`src/hw/rtl/pfba_pkg.sv`:
```
// shared types and constants of the page frame bitmap allocator
package pfba_pkg;

    localparam int FRAME_SHIFT = 12;
    localparam int FRAME_W     = 32 - FRAME_SHIFT;
    localparam int SPAN_W      = FRAME_W + 1;
    localparam int CMP_W       = SPAN_W + 1;
    localparam int CFG_IDX_W   = 3;

    localparam logic [31:0]       TYPE_AVAILABLE = 32'd1;
    localparam logic [SPAN_W-1:0] FRAME_TOP      = SPAN_W'(1) << FRAME_W;

    localparam logic [CFG_IDX_W-1:0] CFG_R0_BASE   = 3'd0;
    localparam logic [CFG_IDX_W-1:0] CFG_R0_LENGTH = 3'd1;
    localparam logic [CFG_IDX_W-1:0] CFG_R0_TYPE   = 3'd2;
    localparam logic [CFG_IDX_W-1:0] CFG_R1_BASE   = 3'd3;
    localparam logic [CFG_IDX_W-1:0] CFG_R1_LENGTH = 3'd4;
    localparam logic [CFG_IDX_W-1:0] CFG_R1_TYPE   = 3'd5;

    typedef struct packed {
        logic clr_step;
        logic load_in;
        logic span_a;
        logic span_b;
        logic total_ld;
        logic scan_init;
        logic rd_scan;
        logic scan_next;
        logic wr_set;
        logic map_ld;
        logic free_cmp;
        logic free_pos;
        logic rd_free;
        logic wr_clr;
        logic res_ld;
    } pfba_cmd_t;

    typedef struct packed {
        logic clr_done;
        logic is_free;
        logic scan_end;
        logic word_full;
        logic scan_ok;
        logic free_hit;
        logic out_full;
    } pfba_sts_t;

endpackage

```
`src/hw/rtl/pfba_ctrl.sv`:
```
// sequencer of the page frame allocator: clear pass, allocate scan, free
module pfba_ctrl (
    input  logic                aclk,
    input  logic                aresetn,
    input  logic                s_tvalid,
    output logic                s_tready,
    input  pfba_pkg::pfba_sts_t sts,
    output pfba_pkg::pfba_cmd_t cmd
);
    import pfba_pkg::*;

    typedef enum logic [12:0] {
        S_CLEAR     = 13'b0000000000001,
        S_IDLE      = 13'b0000000000010,
        S_SPAN_A    = 13'b0000000000100,
        S_SPAN_B    = 13'b0000000001000,
        S_TOTAL     = 13'b0000000010000,
        S_ALLOC_RD  = 13'b0000000100000,
        S_ALLOC_CHK = 13'b0000001000000,
        S_ALLOC_MAP = 13'b0000010000000,
        S_FREE_CMP  = 13'b0000100000000,
        S_FREE_POS  = 13'b0001000000000,
        S_FREE_RD   = 13'b0010000000000,
        S_FREE_WR   = 13'b0100000000000,
        S_DONE      = 13'b1000000000000
    } state_t;

    state_t state_reg, state_next;

    assign s_tready = (state_reg == S_IDLE);

    always_comb begin
        state_next = state_reg;
        cmd        = '0;
        case (state_reg)
            S_CLEAR: begin
                cmd.clr_step = 1'b1;
                if (sts.clr_done) begin
                    state_next = S_IDLE;
                end
            end
            S_IDLE: begin
                if (s_tvalid) begin
                    cmd.load_in = 1'b1;
                    state_next  = S_SPAN_A;
                end
            end
            S_SPAN_A: begin
                cmd.span_a = 1'b1;
                state_next = S_SPAN_B;
            end
            S_SPAN_B: begin
                cmd.span_b = 1'b1;
                state_next = S_TOTAL;
            end
            S_TOTAL: begin
                cmd.total_ld = 1'b1;
                if (sts.is_free) begin
                    state_next = S_FREE_CMP;
                end else begin
                    cmd.scan_init = 1'b1;
                    state_next    = S_ALLOC_RD;
                end
            end
            S_ALLOC_RD: begin
                if (sts.scan_end) begin
                    state_next = S_DONE;
                end else begin
                    cmd.rd_scan = 1'b1;
                    state_next  = S_ALLOC_CHK;
                end
            end
            S_ALLOC_CHK: begin
                if (sts.word_full) begin
                    cmd.scan_next = 1'b1;
                    state_next    = S_ALLOC_RD;
                end else if (sts.scan_ok) begin
                    cmd.wr_set = 1'b1;
                    state_next = S_ALLOC_MAP;
                end else begin
                    state_next = S_DONE;
                end
            end
            S_ALLOC_MAP: begin
                cmd.map_ld = 1'b1;
                state_next = S_DONE;
            end
            S_FREE_CMP: begin
                cmd.free_cmp = 1'b1;
                state_next   = S_FREE_POS;
            end
            S_FREE_POS: begin
                cmd.free_pos = 1'b1;
                state_next   = S_FREE_RD;
            end
            S_FREE_RD: begin
                if (sts.free_hit) begin
                    cmd.rd_free = 1'b1;
                    state_next  = S_FREE_WR;
                end else begin
                    state_next = S_DONE;
                end
            end
            S_FREE_WR: begin
                cmd.wr_clr = 1'b1;
                state_next = S_DONE;
            end
            S_DONE: begin
                if (!sts.out_full) begin
                    cmd.res_ld = 1'b1;
                    state_next = S_IDLE;
                end
            end
            default: begin
                state_next = S_IDLE;
            end
        endcase
    end

    always_ff @(posedge aclk) begin
        if (!aresetn) begin
            state_reg <= S_CLEAR;
        end else begin
            state_reg <= state_next;
        end
    end

    a_accept_starts: assert property (@(posedge aclk) disable iff (!aresetn)
        (state_reg == S_IDLE && s_tvalid) |=> (state_reg == S_SPAN_A))
        else $error("accepted transaction did not start span setup");

    a_scan_is_alloc: assert property (@(posedge aclk) disable iff (!aresetn)
        (state_reg == S_ALLOC_RD) |-> !sts.is_free)
        else $error("bitmap scan running for a free request");

    a_no_overwrite: assert property (@(posedge aclk) disable iff (!aresetn)
        cmd.res_ld |-> !sts.out_full)
        else $error("result loaded over an untaken result");

endmodule

```
`config.mk`:
```
export PLATFORM = sky130hd
export DESIGN_NAME = pfba_ctrl
export DESIGN_NICKNAME = d
export VERILOG_FILES = /design/src/hw/rtl/pfba_pkg.sv /design/src/hw/rtl/pfba_ctrl.sv
export SDC_FILE = /design/constraint.sdc
export NUM_CORES = 1
export LEC_CHECK = 0
export BUFFER_PORTS_ARGS = -buffer_cell sky130_fd_sc_hd__buf_2
export CORE_MARGIN = 2
export CORE_UTILIZATION = 25
export CTS_BUF_LIST = sky130_fd_sc_hd__clkbuf_4 sky130_fd_sc_hd__clkbuf_8 sky130_fd_sc_hd__clkbuf_16
export DETAILED_ROUTE_END_ITERATION = 7
export REMOVE_ABC_BUFFERS = 1
export SYNTH_ARGS = -nofsm -noshare
export SYNTH_HDL_FRONTEND = slang
export SYNTH_SLANG_ARGS = --single-unit
```
`constraint.sdc`:
```
create_clock -name aclk -period 4.95 [get_ports aclk]
set_clock_uncertainty 0.1 [all_clocks]
set_input_delay 0.2475 -clock aclk [delete_from_list [all_inputs] [get_ports aclk]]
set_output_delay 0.2475 -clock aclk [all_outputs]
set_load 0.02 [all_outputs]
```
==> results.md <==
* Layout cells sized above 1 at 0.3209
* Total Wirelength at 2667 um
* Synth Warn # at 0
* Post-synthesis instance area at 987.2 um2
* Final Non-Filler Cells at 182
* Ranking of synthesized cells by area: dfxtp_1 26%, nor2_1 4.6%, nor4_4 4.3%, nand2_1 3.0%, nor3b_1 3.0%
* Maximum clock rate at 395.1 MHz
* Post-DP HPWL at 2020 um
* Avg WL per Cell at 14.65 um
* Largest net degree at the start of global routing at 12
* Crit path kind: flip-flop to output pin
* Top_reg_cell synth: dfxtp_1
* Die X at 66.84 um
* CP Capture Type: output pin
* I/O pin total at 26
* Iteration-0 DRC Markers at 63
* Die Ht at around 67 um
* CTS Buf Count at 3
* Post-DRT Antenna Nets at 0
* Number of global-route vias before repair at 928
* Max-slew violation count at 0
* Via-to-Cell Ratio at 5.302
* Clock Latency Late Sink at 0.24 ns
* Layout area overhead at 19.39%
* Worst Hold Class: input pin to flip-flop
* Setup TNS at 0 ns
* FF-to-FF Start: state_reg[2]
* Post-Syn Area per Cell at 8.894 um2
* Synth Instances at 111
* DRC Markers at 0
* IO Port Bufs at 25
* Core ar. at 3716 um2
* Sequential cell area fraction in the yosys report at 0.2636
* Initial antenna violation count at 0
* Via Count at 965
* Tot Pwr at 279.6 uW
* Worst min-delay path startpoint: sts[4]
* Die footprint at 4468 um2
* Num rows at 22
* P per Cell Area at 237.2 nW/um2
* Leak at 0.5051 nW
* Netlist cell types at 48
* Global route overflow at 0
* Final setup vio count at 0
* Max_cap viols at 0
* Hold Path Stages at 2
* Postcts setup bufs at 0
* Data arrival, critical path at 2.18 ns
* Worst Setup Start Kind: flip-flop
* DP Area at ~1100 um2
* Final Cycle Share at 0.5113
* Switching Fraction at 0.2974
* End of the worst hold path: state_reg[6]
* GR Util All Layers at 0.1317
* Tmin final at 2.531 ns
* Worst VDD drop at 0.08179 mV
* FF+latch count, synth at 13
* RSZ-0062 raised after global routing: no
* Initial Util at 0.2657
* Final Cell Area at roughly 1200 um2
* Pre-antenna DRT Iters at 5
* Hold Buf Count CTS at 0
* Internal reg-to-reg setup slack at 2.77 ns
* Switching power at 83.15 uW
* GP Congestion at between 0.9 and 1
* # diodes at 0
* FF-to-FF End: state_reg[12]
* Max Fanout on Critical Path at 6
* Cells on worst reg2reg path at 5
* CTS tree: yes
* Clock slew at reported path FFs at 0.06 ns
* Place WS at 2.695 ns
* Synth top area share at 0.2636
* Final Hold Vio Count at 0
* CP required at about 4.6 ns
* Final nets at roughly 150
* Clock Path Buffers at 2
* First-pass GRT wire length at roughly 4400 um
* Post-route worst setup slack at 2.419 ns
* Logic pwr share at 0.222
* Int Pwr at 196.5 uW
* Slew HR at 0.5380
* Sequential Power Share at 0.413
* Area leader, netlist: dfxtp_1
* Placed cells at 178
* Worst slew pin tran at 0.6878 ns
* Clock Sinks at 13
* Clock Power Share at 0.365
* Max reg flops at 13
* PostCTS Resize Cnt at 0
* Post-synth ARST share at 0
* CTS root buffer: clkbuf_8
* Number of synthesized flops with an enable pin at 0
* Status: finished, final reports clean
* # H-tree levels at 1
[critical path, stage by stage (launching register included)]
cell,delay (ns)
dfxtp_1,0.35
or4_4,0.60
nor2_4,0.15
nand2_1,0.10
or3_4,0.38
nor3b_1,0.17
buf_2,0.19
[metrics by stage]
stage / utilization / hold slack [ns]
floorplan: - / 0.2203
global placement: 0.3040 / 0.3532
detailed placement: 0.3040 / 0.3523
CTS: 0.3172 / 0.09537
global route: 0.3172 / 0.1077
finish: 0.3172 / 0.1037
[cell families after synthesis]
kind of cell / after synthesis / share of synthesized area
compound gates: 13 / 0.1230
xor+xnor: 2 / 0.01775
buf+inv: 12 / 0.06590
flops: 13 / 0.2636
simple gates: 71 / 0.5298
[worst max-delay path by stage]
stage | startpoint | end | slack (ns)
floorplan | state_reg[9] | cmd[9] | 2.41
global placement | state_reg[9] | cmd[12] | 2.75
detailed placement | state_reg[9] | cmd[12] | 2.70
CTS | state_reg[9] | cmd[12] | 2.42
global route | state_reg[2] | cmd[9] | 2.21
finish | state_reg[9] | cmd[12] | 2.42
[placed cells by master (no fill, tap or decap), drive strengths merged, types with 2 or more instances in the layout]
master,count
and4,2
nor3b,4
nand3,2
or4,3
o21ai,3
dfxtp,13
nor4b,5
inv,6
or4b,2
nor3,5
nand2,8
nor2b,2
clkbuf,4
nor2,13
or3,3
xor2,2
a211oi,2
and3,4
nor4,7
buf,25
and2,2
or2b,2
[per-layer routing]
metal,up-vias,global-route usage,part of all wire
met5,-,0,0
met4,0,0.07143,0.033
met3,6,0.02027,0.050
met2,36,0.1925,0.45
met1,453,0.1834,0.46
li1,470,-,-
[area by class of cell]
class | count | area [um2]
inverter | 6 | 22.52
timing repair buffer | 25 | 125.1
sequential | 13 | 260.3
tap | 48 | 60.06
multi-input combinational | 86 | 661.9
clock buffer | 4 | 48.80
fill | 395 | 2537
[cell usage after synthesis (2+ instances only)]
library cell and instances:
or4_1 2, inv_1 6, nor4b_1 3, nand3_1 2
xor2_1 2, and2_1 2, buf_6 2, buf_2 4
dfxtp_1 13, nor3b_1 4, nand2_1 8, and4_1 2
and3_1 4, nor3_1 5, o21ai_0 2, nor4_4 2
nor2_1 12, or3_1 2, nor2b_1 2, nor4_1 4
[power by group through the flow]
stage	registers, mW	logic [mW]	clock network, mW
floorplan	0.116	0.0441	0
global placement	0.117	0.0605	0
detailed placement	0.118	0.0611	0
CTS	0.115	0.0617	0.104
global route	0.117	0.0673	0.110
finish	0.116	0.0621	0.102
No activity file was read; power rests on OpenSTA's default activity.
